--- src/rtl/mrmc_pkg.sv ---
// ----------------------------------------------------------------------------
// mrmc_pkg
// Types and constants shared by the robot mode controller.
// ----------------------------------------------------------------------------
package mrmc_pkg;

  typedef enum logic [2:0] {
    M_STANDBY = 3'd0,
    M_LINE    = 3'd1,
    M_AVOID   = 3'd2,
    M_FOLLOW  = 3'd3,
    M_REMOTE  = 3'd4
  } mode_t;

  localparam logic [2:0] D_STOP  = 3'd0;
  localparam logic [2:0] D_FWD   = 3'd1;
  localparam logic [2:0] D_BACK  = 3'd2;
  localparam logic [2:0] D_RIGHT = 3'd3;
  localparam logic [2:0] D_LEFT  = 3'd4;
  localparam logic [2:0] D_NONE  = 3'd7;

  localparam logic [7:0] IR_OK   = 8'h40;
  localparam logic [7:0] IR_UP   = 8'h46;
  localparam logic [7:0] IR_DN   = 8'h15;
  localparam logic [7:0] IR_LT   = 8'h44;
  localparam logic [7:0] IR_RT   = 8'h43;
  localparam logic [7:0] IR_HASH = 8'h4a;

  localparam logic [2:0] AV_CLEAR  = 3'd0;
  localparam logic [2:0] AV_SCAN_L = 3'd1;
  localparam logic [2:0] AV_SCAN_R = 3'd2;
  localparam logic [2:0] AV_DECIDE = 3'd3;
  localparam logic [2:0] AV_TURN   = 3'd4;
  localparam logic [2:0] AV_BACKUP = 3'd5;

  localparam logic [2:0] FP_FOLLOWING = 3'd5;

  localparam int SCAN_WAIT   = 400;
  localparam int TURN_WAIT   = 300;
  localparam int BACKUP_WAIT = 1000;
  localparam int FOLLOW_SERVO_WAIT = 250;
  localparam int FOLLOW_STEER_WAIT = 200;
  localparam int FOLLOW_MIN = 10;
  localparam int FOLLOW_MAX = 100;

  localparam logic [2:0] LED_LOW_VOLT = 3'd5;
  localparam logic [2:0] LED_LIFTED   = 3'd6;

  localparam logic [2:0] R_SPEED_NORMAL = 3'd0;
  localparam logic [2:0] R_SPEED_LOW    = 3'd1;
  localparam logic [2:0] R_OBSTACLE     = 3'd2;
  localparam logic [2:0] R_COLLISION    = 3'd3;
  localparam logic [2:0] R_MIN_VOLTAGE  = 3'd4;
  localparam logic [2:0] R_GROUND       = 3'd5;
  localparam logic [2:0] R_TRACK_LOW    = 3'd6;
  localparam logic [2:0] R_TRACK_HIGH   = 3'd7;

  typedef struct packed {
    logic [7:0]  speed_normal;
    logic [7:0]  speed_low;
    logic [9:0]  obstacle_threshold_cm;
    logic [9:0]  collision_distance_cm;
    logic [13:0] min_voltage_mv;
    logic [9:0]  ground_level;
    logic [9:0]  track_low;
    logic [9:0]  track_high;
  } cfg_t;

  function automatic logic [7:0] follow_angle(input logic [2:0] p);
    case (p)
      3'd0: follow_angle = 8'd150;
      3'd1: follow_angle = 8'd120;
      3'd2: follow_angle = 8'd90;
      3'd3: follow_angle = 8'd60;
      3'd4: follow_angle = 8'd30;
      default: follow_angle = 8'd90;
    endcase
  endfunction

endpackage

--- src/rtl/mrmc_cfg_regs.sv ---
// ----------------------------------------------------------------------------
// mrmc_cfg_regs
// Configuration register file, write-only.
// ----------------------------------------------------------------------------
module mrmc_cfg_regs (
  input  logic                clk,
  input  logic                rst,
  input  logic                cfg_we,
  input  logic [2:0]          cfg_index,
  input  logic [13:0]         cfg_data,
  output mrmc_pkg::cfg_t      cfg
);

  always_ff @(posedge clk) begin
    if (rst) begin
      cfg.speed_normal          <= 8'd150;
      cfg.speed_low             <= 8'd100;
      cfg.obstacle_threshold_cm <= 10'd30;
      cfg.collision_distance_cm <= 10'd30;
      cfg.min_voltage_mv        <= 14'd6500;
      cfg.ground_level          <= 10'd800;
      cfg.track_low             <= 10'd250;
      cfg.track_high            <= 10'd850;
    end else if (cfg_we) begin
      case (cfg_index)
        mrmc_pkg::R_SPEED_NORMAL: cfg.speed_normal <= cfg_data[7:0];
        mrmc_pkg::R_SPEED_LOW:    cfg.speed_low <= cfg_data[7:0];
        mrmc_pkg::R_OBSTACLE:     cfg.obstacle_threshold_cm <= cfg_data[9:0];
        mrmc_pkg::R_COLLISION:    cfg.collision_distance_cm <= cfg_data[9:0];
        mrmc_pkg::R_MIN_VOLTAGE:  cfg.min_voltage_mv <= cfg_data;
        mrmc_pkg::R_GROUND:       cfg.ground_level <= cfg_data[9:0];
        mrmc_pkg::R_TRACK_LOW:    cfg.track_low <= cfg_data[9:0];
        mrmc_pkg::R_TRACK_HIGH:   cfg.track_high <= cfg_data[9:0];
        default: ;
      endcase
    end
  end

endmodule

--- src/rtl/mobile_robot_mode_controller.sv ---
// ----------------------------------------------------------------------------
// mobile_robot_mode_controller
// Per-pass mode controller for a two-motor robot with a scanning range sensor.
// ----------------------------------------------------------------------------
// One control pass per transfer. A pass is registered on input, evaluated by
// combinational compare logic against the mode state and registered on output.
// A result moves from the input register to the output register, or to the
// skid entry. A new pass is taken every cycle while the input is not stalled.
// The output register and a one-entry skid buffer keep the input open while a
// result waits. The input stalls while the skid entry is full, or while a pass
// sits in the input register and the output register is full and stalled.
// The feedback loop through the mode, phase and last-sent registers sets this
// one-pass-per-clock limit.
module mobile_robot_mode_controller #(
  parameter int TIME_BITS = 32,
  parameter int ADC_BITS  = 10
) (
  input  logic                clk,
  input  logic                rst,
  input  logic                cfg_we,
  input  logic [2:0]          cfg_index,
  input  logic [13:0]         cfg_data,
  input  logic                in_valid,
  output logic                in_stall,
  input  logic                ir_valid,
  input  logic [7:0]          ir_code,
  input  logic [9:0]          range_cm,
  input  logic [ADC_BITS-1:0] opto_left,
  input  logic [ADC_BITS-1:0] opto_mid,
  input  logic [ADC_BITS-1:0] opto_right,
  input  logic [13:0]         voltage_mv,
  input  logic [31:0]         time_ms,
  output logic                out_valid,
  input  logic                out_stall,
  output logic                motor_update,
  output logic [1:0]          left_drive,
  output logic [1:0]          right_drive,
  output logic [7:0]          drive_speed,
  output logic                servo_update,
  output logic [7:0]          servo_angle,
  output logic [2:0]          mode_now,
  output logic [2:0]          led_pattern,
  output logic                collision_stop
);

  localparam int TB = TIME_BITS;
  localparam int RW = 29;

  mrmc_pkg::cfg_t cfg;

  mrmc_cfg_regs u_cfg (
    .clk(clk), .rst(rst), .cfg_we(cfg_we), .cfg_index(cfg_index),
    .cfg_data(cfg_data), .cfg(cfg)
  );

  // input register
  logic                s_valid;
  logic                s_ir_valid;
  logic [7:0]          s_ir_code;
  logic [9:0]          s_range;
  logic [ADC_BITS-1:0] s_ol, s_om, s_or;
  logic [13:0]         s_volt;
  logic [TB-1:0]       s_now;

  // result held in output register and skid entry
  logic [RW-1:0] res, out_r, skid_r;
  logic          skid_valid;
  logic          take_in, fire;

  assign in_stall = skid_valid || (s_valid && out_valid && out_stall);
  assign take_in  = in_valid && !in_stall;
  // stage result always moves on when valid; the input stall keeps room for it
  assign fire     = s_valid;

  always_ff @(posedge clk) begin
    if (rst) begin
      s_valid <= 1'b0;
    end else begin
      s_valid <= take_in;
    end
    if (take_in) begin
      s_ir_valid <= ir_valid;
      s_ir_code  <= ir_code;
      s_range    <= range_cm;
      s_ol       <= opto_left;
      s_om       <= opto_mid;
      s_or       <= opto_right;
      s_volt     <= voltage_mv;
      s_now      <= TB'(time_ms);
    end
  end

  // state
  mrmc_pkg::mode_t op_mode, op_mode_next;
  logic [2:0]    drive_dir, drive_dir_next;
  logic [7:0]    drive_spd, drive_spd_next;
  logic [2:0]    avoid_phase, avoid_phase_next;
  logic [TB-1:0] avoid_servo_time, avoid_servo_time_next;
  logic [TB-1:0] avoid_turn_time, avoid_turn_time_next;
  logic [9:0]    left_distance, left_distance_next;
  logic [9:0]    right_distance, right_distance_next;
  logic [2:0]    follow_phase, follow_phase_next;
  logic [TB-1:0] follow_servo_time, follow_servo_time_next;
  logic [TB-1:0] follow_acquired_time, follow_acquired_time_next;
  logic [2:0]    sent_dir, sent_dir_next;
  logic [8:0]    sent_speed, sent_speed_next;

  logic          r_upd, r_srv, r_coll;
  logic [7:0]    r_deg, r_spd;
  logic [1:0]    r_ld, r_rd;
  logic [2:0]    r_led, dir;
  logic [TB-1:0] d_avs, d_avt, d_fs, d_fa;
  logic          low_volt, lifted;
  logic          drivable;
  logic [2:0]    ir_dir;
  logic          ir_drive;

  function automatic logic in_track(input logic [ADC_BITS-1:0] v,
                                    input logic [9:0] lo, input logic [9:0] hi);
    in_track = (16'(lo) <= 16'(v)) && (16'(v) <= 16'(hi));
  endfunction

  always_comb begin
    op_mode_next = op_mode;
    drive_dir_next = drive_dir;
    drive_spd_next = drive_spd;
    avoid_phase_next = avoid_phase;
    avoid_servo_time_next = avoid_servo_time;
    avoid_turn_time_next = avoid_turn_time;
    left_distance_next = left_distance;
    right_distance_next = right_distance;
    follow_phase_next = follow_phase;
    follow_servo_time_next = follow_servo_time;
    follow_acquired_time_next = follow_acquired_time;
    sent_dir_next = sent_dir;
    sent_speed_next = sent_speed;
    r_srv = 1'b0;
    r_deg = 8'd0;
    r_coll = 1'b0;
    r_led = 3'd0;
    ir_dir = mrmc_pkg::D_STOP;
    ir_drive = 1'b0;
    drivable = 1'b0;

    d_avs = s_now - avoid_servo_time;
    d_avt = s_now - avoid_turn_time;
    d_fs  = s_now - follow_servo_time;
    d_fa  = s_now - follow_acquired_time;

    low_volt = s_volt < cfg.min_voltage_mv;
    lifted = (16'(s_ol) > 16'(cfg.ground_level)) && (16'(s_om) > 16'(cfg.ground_level)) &&
             (16'(s_or) > 16'(cfg.ground_level));

    if (low_volt || lifted) begin
      r_led = low_volt ? mrmc_pkg::LED_LOW_VOLT : mrmc_pkg::LED_LIFTED;
      dir = mrmc_pkg::D_STOP;
      r_spd = 8'd0;
    end else begin
      if (s_ir_valid) begin
        drivable = (op_mode == mrmc_pkg::M_STANDBY) || (op_mode == mrmc_pkg::M_REMOTE);
        case (s_ir_code)
          mrmc_pkg::IR_OK: begin
            drive_dir_next = mrmc_pkg::D_STOP;
            drive_spd_next = 8'd0;
            op_mode_next = mrmc_pkg::M_STANDBY;
          end
          mrmc_pkg::IR_UP: begin ir_dir = mrmc_pkg::D_FWD;   ir_drive = 1'b1; end
          mrmc_pkg::IR_DN: begin ir_dir = mrmc_pkg::D_BACK;  ir_drive = 1'b1; end
          mrmc_pkg::IR_LT: begin ir_dir = mrmc_pkg::D_LEFT;  ir_drive = 1'b1; end
          mrmc_pkg::IR_RT: begin ir_dir = mrmc_pkg::D_RIGHT; ir_drive = 1'b1; end
          mrmc_pkg::IR_HASH: begin
            case (op_mode)
              mrmc_pkg::M_STANDBY: op_mode_next = mrmc_pkg::M_FOLLOW;
              mrmc_pkg::M_FOLLOW:  op_mode_next = mrmc_pkg::M_LINE;
              mrmc_pkg::M_LINE:    op_mode_next = mrmc_pkg::M_AVOID;
              mrmc_pkg::M_AVOID:   op_mode_next = mrmc_pkg::M_REMOTE;
              default:             op_mode_next = mrmc_pkg::M_STANDBY;
            endcase
          end
          default: ;
        endcase
        if (ir_drive && drivable) begin
          drive_dir_next = ir_dir;
          drive_spd_next = cfg.speed_normal;
          op_mode_next = mrmc_pkg::M_REMOTE;
        end
      end
      r_led = op_mode_next;
      case (op_mode_next)
        mrmc_pkg::M_REMOTE: begin
          if (s_range < cfg.collision_distance_cm && drive_dir_next == mrmc_pkg::D_FWD) begin
            op_mode_next = mrmc_pkg::M_STANDBY;
            drive_dir_next = mrmc_pkg::D_STOP;
            drive_spd_next = 8'd0;
            r_coll = 1'b1;
          end
        end
        mrmc_pkg::M_LINE: begin
          drive_spd_next = cfg.speed_normal;
          if (in_track(s_om, cfg.track_low, cfg.track_high))
            drive_dir_next = mrmc_pkg::D_FWD;
          else if (in_track(s_ol, cfg.track_low, cfg.track_high))
            drive_dir_next = mrmc_pkg::D_LEFT;
          else if (in_track(s_or, cfg.track_low, cfg.track_high))
            drive_dir_next = mrmc_pkg::D_RIGHT;
          else begin
            drive_dir_next = mrmc_pkg::D_STOP;
            drive_spd_next = 8'd0;
          end
        end
        mrmc_pkg::M_AVOID: begin
          case (avoid_phase)
            mrmc_pkg::AV_SCAN_L: if (d_avs > TB'(mrmc_pkg::SCAN_WAIT)) begin
              left_distance_next = s_range;
              avoid_phase_next = mrmc_pkg::AV_SCAN_R;
              r_srv = 1'b1; r_deg = 8'd30;
              avoid_servo_time_next = s_now;
            end
            mrmc_pkg::AV_SCAN_R: if (d_avs > TB'(mrmc_pkg::SCAN_WAIT)) begin
              right_distance_next = s_range;
              avoid_phase_next = mrmc_pkg::AV_DECIDE;
              r_srv = 1'b1; r_deg = 8'd90;
              avoid_servo_time_next = s_now;
            end
            mrmc_pkg::AV_DECIDE: if (d_avs > TB'(mrmc_pkg::SCAN_WAIT)) begin
              avoid_turn_time_next = s_now;
              if (left_distance > right_distance &&
                  left_distance > cfg.obstacle_threshold_cm) begin
                drive_dir_next = mrmc_pkg::D_LEFT;
                drive_spd_next = cfg.speed_normal;
                avoid_phase_next = mrmc_pkg::AV_TURN;
              end else if (right_distance > left_distance &&
                           right_distance > cfg.obstacle_threshold_cm) begin
                drive_dir_next = mrmc_pkg::D_RIGHT;
                drive_spd_next = cfg.speed_normal;
                avoid_phase_next = mrmc_pkg::AV_TURN;
              end else begin
                drive_dir_next = mrmc_pkg::D_BACK;
                drive_spd_next = cfg.speed_low;
                avoid_phase_next = mrmc_pkg::AV_BACKUP;
              end
            end
            mrmc_pkg::AV_TURN: if (d_avt > TB'(mrmc_pkg::TURN_WAIT)) begin
              avoid_phase_next = mrmc_pkg::AV_CLEAR;
              drive_dir_next = mrmc_pkg::D_FWD;
              drive_spd_next = cfg.speed_normal;
            end
            mrmc_pkg::AV_BACKUP: if (d_avt > TB'(mrmc_pkg::BACKUP_WAIT)) begin
              drive_dir_next = mrmc_pkg::D_LEFT;
              drive_spd_next = cfg.speed_normal;
              avoid_turn_time_next = s_now;
              avoid_phase_next = mrmc_pkg::AV_TURN;
            end
            default: begin
              avoid_phase_next = mrmc_pkg::AV_CLEAR;
              drive_dir_next = mrmc_pkg::D_FWD;
              drive_spd_next = cfg.speed_normal;
              if (s_range <= cfg.obstacle_threshold_cm) begin
                drive_dir_next = mrmc_pkg::D_STOP;
                drive_spd_next = 8'd0;
                avoid_phase_next = mrmc_pkg::AV_SCAN_L;
                r_srv = 1'b1; r_deg = 8'd150;
                avoid_servo_time_next = s_now;
              end
            end
          endcase
        end
        mrmc_pkg::M_FOLLOW: begin
          if (follow_phase > 3'd4) begin
            follow_phase_next = mrmc_pkg::FP_FOLLOWING;
            if (d_fa >= TB'(mrmc_pkg::FOLLOW_SERVO_WAIT)) begin
              if (s_range < 10'(mrmc_pkg::FOLLOW_MIN)) begin
                drive_dir_next = mrmc_pkg::D_STOP;
                drive_spd_next = 8'd0;
                follow_acquired_time_next = s_now;
              end else if (s_range > 10'(mrmc_pkg::FOLLOW_MAX)) begin
                drive_dir_next = mrmc_pkg::D_STOP;
                drive_spd_next = 8'd0;
                r_srv = 1'b1; r_deg = 8'd150;
                follow_servo_time_next = s_now;
                follow_phase_next = 3'd0;
              end else if (d_fa >= TB'(mrmc_pkg::FOLLOW_SERVO_WAIT +
                                       mrmc_pkg::FOLLOW_STEER_WAIT)) begin
                drive_dir_next = mrmc_pkg::D_FWD;
                drive_spd_next = cfg.speed_normal;
              end
            end
          end else if (d_fs >= TB'(mrmc_pkg::FOLLOW_SERVO_WAIT)) begin
            if (s_range <= 10'(mrmc_pkg::FOLLOW_MAX)) begin
              follow_acquired_time_next = s_now;
              drive_spd_next = cfg.speed_normal;
              if (follow_phase == 3'd0) drive_dir_next = mrmc_pkg::D_LEFT;
              else if (follow_phase == 3'd4) drive_dir_next = mrmc_pkg::D_RIGHT;
              else drive_dir_next = mrmc_pkg::D_FWD;
              r_srv = 1'b1; r_deg = 8'd90;
              follow_phase_next = mrmc_pkg::FP_FOLLOWING;
            end else if (follow_phase < 3'd4) begin
              follow_phase_next = follow_phase + 3'd1;
              r_srv = 1'b1;
              r_deg = mrmc_pkg::follow_angle(follow_phase + 3'd1);
              follow_servo_time_next = s_now;
            end else begin
              // target lost after the last scan position
              r_srv = 1'b1; r_deg = 8'd90;
              op_mode_next = mrmc_pkg::M_STANDBY;
              follow_phase_next = mrmc_pkg::FP_FOLLOWING;
              follow_servo_time_next = '0;
              follow_acquired_time_next = '0;
            end
          end
        end
        default: ;
      endcase
      dir = drive_dir_next;
      r_spd = drive_spd_next;
    end

    r_upd = (dir != sent_dir) || ({1'b0, r_spd} != sent_speed);
    if (r_upd) begin
      sent_dir_next = dir;
      sent_speed_next = {1'b0, r_spd};
    end
    case (dir)
      mrmc_pkg::D_FWD:   begin r_ld = 2'd1; r_rd = 2'd1; end
      mrmc_pkg::D_BACK:  begin r_ld = 2'd2; r_rd = 2'd2; end
      mrmc_pkg::D_RIGHT: begin r_ld = 2'd1; r_rd = 2'd2; end
      mrmc_pkg::D_LEFT:  begin r_ld = 2'd2; r_rd = 2'd1; end
      default: begin r_ld = 2'd0; r_rd = 2'd0; r_spd = 8'd0; end
    endcase
    res = {r_upd, r_ld, r_rd, r_spd, r_srv, r_deg, 3'(op_mode_next), r_led, r_coll};
  end

  always_ff @(posedge clk) begin
    if (rst) begin
      op_mode <= mrmc_pkg::M_STANDBY;
      drive_dir <= mrmc_pkg::D_STOP;
      drive_spd <= 8'd0;
      avoid_phase <= mrmc_pkg::AV_CLEAR;
      avoid_servo_time <= '0;
      avoid_turn_time <= '0;
      left_distance <= 10'd0;
      right_distance <= 10'd0;
      follow_phase <= mrmc_pkg::FP_FOLLOWING;
      follow_servo_time <= '0;
      follow_acquired_time <= '0;
      sent_dir <= mrmc_pkg::D_NONE;
      sent_speed <= 9'h1ff;
    end else if (fire) begin
      op_mode <= op_mode_next;
      drive_dir <= drive_dir_next;
      drive_spd <= drive_spd_next;
      avoid_phase <= avoid_phase_next;
      avoid_servo_time <= avoid_servo_time_next;
      avoid_turn_time <= avoid_turn_time_next;
      left_distance <= left_distance_next;
      right_distance <= right_distance_next;
      follow_phase <= follow_phase_next;
      follow_servo_time <= follow_servo_time_next;
      follow_acquired_time <= follow_acquired_time_next;
      sent_dir <= sent_dir_next;
      sent_speed <= sent_speed_next;
    end
  end

  // output register with skid entry; stage 1 always drains because the input
  // stalls whenever the skid entry could be full when the pass reaches it
  always_ff @(posedge clk) begin
    if (rst) begin
      out_valid <= 1'b0;
      skid_valid <= 1'b0;
    end else begin
      if (!out_valid || !out_stall) begin
        if (skid_valid) begin
          out_valid <= 1'b1;
          out_r <= skid_r;
          skid_valid <= fire;
          skid_r <= res;
        end else begin
          out_valid <= fire;
          out_r <= res;
        end
      end else if (fire) begin
        skid_valid <= 1'b1;
        skid_r <= res;
      end
    end
  end

  assign {motor_update, left_drive, right_drive, drive_speed, servo_update, servo_angle,
          mode_now, led_pattern, collision_stop} = out_r;

`ifndef SYNTHESIS
  a_skid_needs_out: assert property (@(posedge clk) disable iff (rst)
    skid_valid |-> out_valid) else $error("skid full with empty output");
  a_no_overrun: assert property (@(posedge clk) disable iff (rst)
    (skid_valid && out_stall) |-> !fire) else $error("result lost in skid");
  a_speed_zero_stop: assert property (@(posedge clk) disable iff (rst)
    (out_valid && left_drive == 2'd0) |-> drive_speed == 8'd0)
    else $error("stopped motor with nonzero speed");
  a_servo_angle: assert property (@(posedge clk) disable iff (rst)
    (out_valid && !servo_update) |-> servo_angle == 8'd0)
    else $error("servo angle without update");
`endif

endmodule

--- config.mk ---
export PLATFORM = sky130hd
export DESIGN_NAME = mobile_robot_mode_controller
export DESIGN_NICKNAME = d
export VERILOG_FILES = /design/src/rtl/mrmc_pkg.sv /design/src/rtl/mrmc_cfg_regs.sv /design/src/rtl/mobile_robot_mode_controller.sv
export SDC_FILE = /design/constraint.sdc
export NUM_CORES = 1
export LEC_CHECK = 0
export BUFFER_PORTS_ARGS = -buffer_cell sky130_fd_sc_hd__buf_2
export CAP_MARGIN = 20
export CORE_MARGIN = 1
export CORE_UTILIZATION = 68
export DETAILED_ROUTE_END_ITERATION = 16
export HOLD_SLACK_MARGIN = 0.08
export PLACE_DENSITY = 0.88
export SLEW_MARGIN = 10
export SYNTH_ARGS = -nofsm -noshare
export SYNTH_HDL_FRONTEND = slang
export SYNTH_SLANG_ARGS = --single-unit
--- constraint.sdc ---
create_clock -name clk -period 14.73 [get_ports clk]
set_input_delay 1.473 -clock clk [delete_from_list [all_inputs] [get_ports clk]]
set_output_delay 1.473 -clock clk [all_outputs]
set_load 0.02 [all_outputs]
==> results.md <==
- Commonest cells after routing, fill and taps aside: 432 x nand2_1, 332 x a21oi_1, 295 x inv_1
- Arrival time at the worst endpoint: 6.95 ns
- Seq/Total Area, Yosys: 31.9%
- Reg clk slew, reported paths: 0.07 ns
- Final Skew: 0.0237 ns
- Gr usage total: 39.0%
- First-pass iteration count of the detailed router: 7
- Worst Setup SP: s_now[1]$_DFFE_PP_
- Initial antenna violation count: 1
- IO Pins: 148
- Clock sinks: 414
- First-pass GRT wire length: 145000 microns
- Detailed Place HPWL: 67800 microns
- Most area-hungry cell type in the Yosys netlist: dfxtp_1
- Tmin final: 6.62 ns
- Min-delay worst type: register to register
- Commonest non-fill, non-tap cell in the layout: nand2_1
- TritonCTS Buffers: 45
- Die area: 0.0460 sq mm
- Core area: 0.0444 sq mm
- Cell leakage power: 12.7 nW
- Iteration-0 DRC Markers: 3752
- Vias: 29573
- Final setup fails: 0
- Fin nets: 4189
- Syn Inst Count: 3740
- Area Growth Syn to Fin: 8.35%
- Met3 global-route usage: 7.63%
- Reg2reg path depth: 16
- Setup ws final: 8.11 ns
- Worst reg2reg startpoint: s_now[1]$_DFFE_PP_
- Ant diodes: 0
- Die X: 214 microns
- Post-CTS sizing: 0
- Worst hold stages: 2
- Syn nets: 4143
- ANT nets after route: 0
- Post-synth ARST share: 0%
- Row count: 77
- Clk_lat worst skew: 0.61 ns
- Top cells by area, synth: dfxtp_1 17%, edfxtp_1 15%, ha_1 11%, a21oi_1 5.5%, nand2_1 5.3%
- Number of global-route vias before repair: 27271
- Routability cong.: 1.06
- Met1 usage: 53.6%
- Max-slew headroom: 29.0%
- CTS H-tree depth: 2
- Postcts setup bufs: 0
- Post-CTS Hold Buffers: 0
- Period utilization: 44.9%
- Setup TNS: 0 ns
- Critical path class: register to register
- Post-synth EDFFs: 151
- Final wirelength: 92300 microns
- Status: finished clean
- Synthesized area per cell: 8.21 sq um
- Grt total ovfl: 0
- Place WS: 8.45 ns
- Hold slack: 0.450 ns
- Slew @ Worst Pin: 1.06 ns
- Warnings, synthesis: 0
- RSZ-0062 raised after global routing: no
- Layout cells sized above 1: 9.23%
- Drt wl/cell: 20.9 microns
- FILL cells: 3393
- GRT busiest layer: met2
- Fmax: 0.151 GHz
- Initial core utilization: 69.1%
- CTS Root Cell: clkbuf_16
- Largest net degree at the start of global routing: 92
- # port buffers: 146
- PD cells: 87.0 mW/mm^2
- Crit start category: register
- Max-Cap Viols: 0
- Synth top area share: 17.2%
- Met2 GRT Util: 60.0%
- Hold path start: follow_servo_time[9]$_SDFFE_PP0P_
- Most used flip-flop cell after synthesis: dfxtp_1
- Crit Path Max Fanout: 12
- Max-slew violations: 0
- Drt drc: 0
- Longest Clk Path Bufs: 3
- Synth Register Bits: 414
- TritonCTS clock tree: built
- Post-synthesis cell type count: 111
- Worst Path Required: 15.07 ns
- Critical Path Sink Type: register
- Die Span Y: 214 microns
- Max VDD drop: 0.116 mV
- Final hold vios: 0
- DR vias/cell: 6.70
- Mapped cell area: 0.0307 sq mm
==> cell usage after synthesis, drive strengths merged (11+ instances only) <==
cell,n
a31o,11
inv,296
buf,46
o2111ai,15
and4,15
edfxtp,151
a2111oi,18
nor2b,21
a211o,16
o221ai,17
a221oi,20
a211oi,41
nor2,294
a21oi,339
o21bai,14
dfxtp,263
o22ai,16
o211ai,59
nor3,86
nand2b,36
mux2,23
nand3,133
o21a,43
xor2,36
xnor2,34
ha,282
nand2,432
a22oi,13
and2,24
nand4,82
a21o,84
o31ai,34
clkbuf,133
o21ai,161
nor4b,11
nor4,38
mux2i,113
or2,17
and3,45
a31oi,40
or3,26
==> power by group <==
part | switching, mW | total [mW] | internal [mW]
clock | 0.516 | 1.17 | 0.656
sequential | 0.0455 | 1.26 | 1.22
combinational | 0.290 | 0.460 | 0.170
total | 0.852 | 2.90 | 2.04
==> stage by stage <==
stage               power [mW]  instance area, sq um  utilization [%]  instances
floorplan                 1.59                 30700                -       3740
global placement          1.72                 31700             71.4       4329
detailed placement        1.72                 31700             71.4       4329
CTS                       2.89                 33200             74.8       4413
global route              2.99                 33300             74.9       4415
finish                    2.90                 33300             74.9       4415
==> state kept, by name, indices dropped and copies added (netlist names), 14 cells and up <==
register / flops
follow_servo_time: 32
u_cfg.cfg: 80
s_volt: 14
s_now: 32
avoid_servo_time: 32
skid_r: 28
follow_acquired_time: 32
out_r: 28
avoid_turn_time: 32
==> metal layers <==
layer / vias up / wire, microns
met5: - / 0
met4: 0 / 3950
met3: 280 / 10200
met2: 1603 / 39500
met1: 13848 / 38700
li1: 13842 / -
==> worst max-delay path: stages, from the launching register on <==
cell and delay (ns):
edfxtp_1 0.79, ha_1 0.35, nor2b_1 0.18, o31ai_1 0.48, a21boi_0 0.32, nor4_2 0.35
nor2_1 0.12, o311a_1 0.36, nor4_1 0.63, nand3_1 0.30, nor3_1 0.75, o221ai_1 0.28
a31oi_1 0.35, a2111oi_1 0.18, a211oi_2 0.28, and4_1 0.50, a21oi_1 0.12
==> kinds of logic (layout without fill, tap and decap cells) <==
family	after synthesis	in the layout	synth area share [%]
fa+ha+maj	287	287	11.8
other cells	1	1	0.0122
xor+xnor	70	70	2.00
buf+inv	476	559	6.03
compound gates	1049	1049	22.8
flops	414	414	31.9
simple gates	1306	1306	20.8
mux	137	137	4.63
==> layout make-up <==
class | instances | area [sq um] | area share (%)
well taps | 592 | 741 | 2.23
clock buffers | 54 | 1210 | 3.64
repair buffers | 178 | 997 | 3.00
multi-input cells | 2850 | 19100 | 57.4
flip-flops and latches | 414 | 9800 | 29.5
clock inverters | 30 | 319 | 0.959
inverters | 297 | 1110 | 3.35
==> path summary, 6_finish.rpt <==
kind | end | slack [ns]
worst max-delay path | out_r[28]$_DFFE_PP_ | 8.11
worst min-delay path | follow_servo_time[9]$_SDFFE_PP0P_ | 0.45
worst max register to register | out_r[28]$_DFFE_PP_ | 8.11
worst min register to register | follow_servo_time[9]$_SDFFE_PP0P_ | 0.45
No activity file was read; power rests on OpenSTA's default activity.
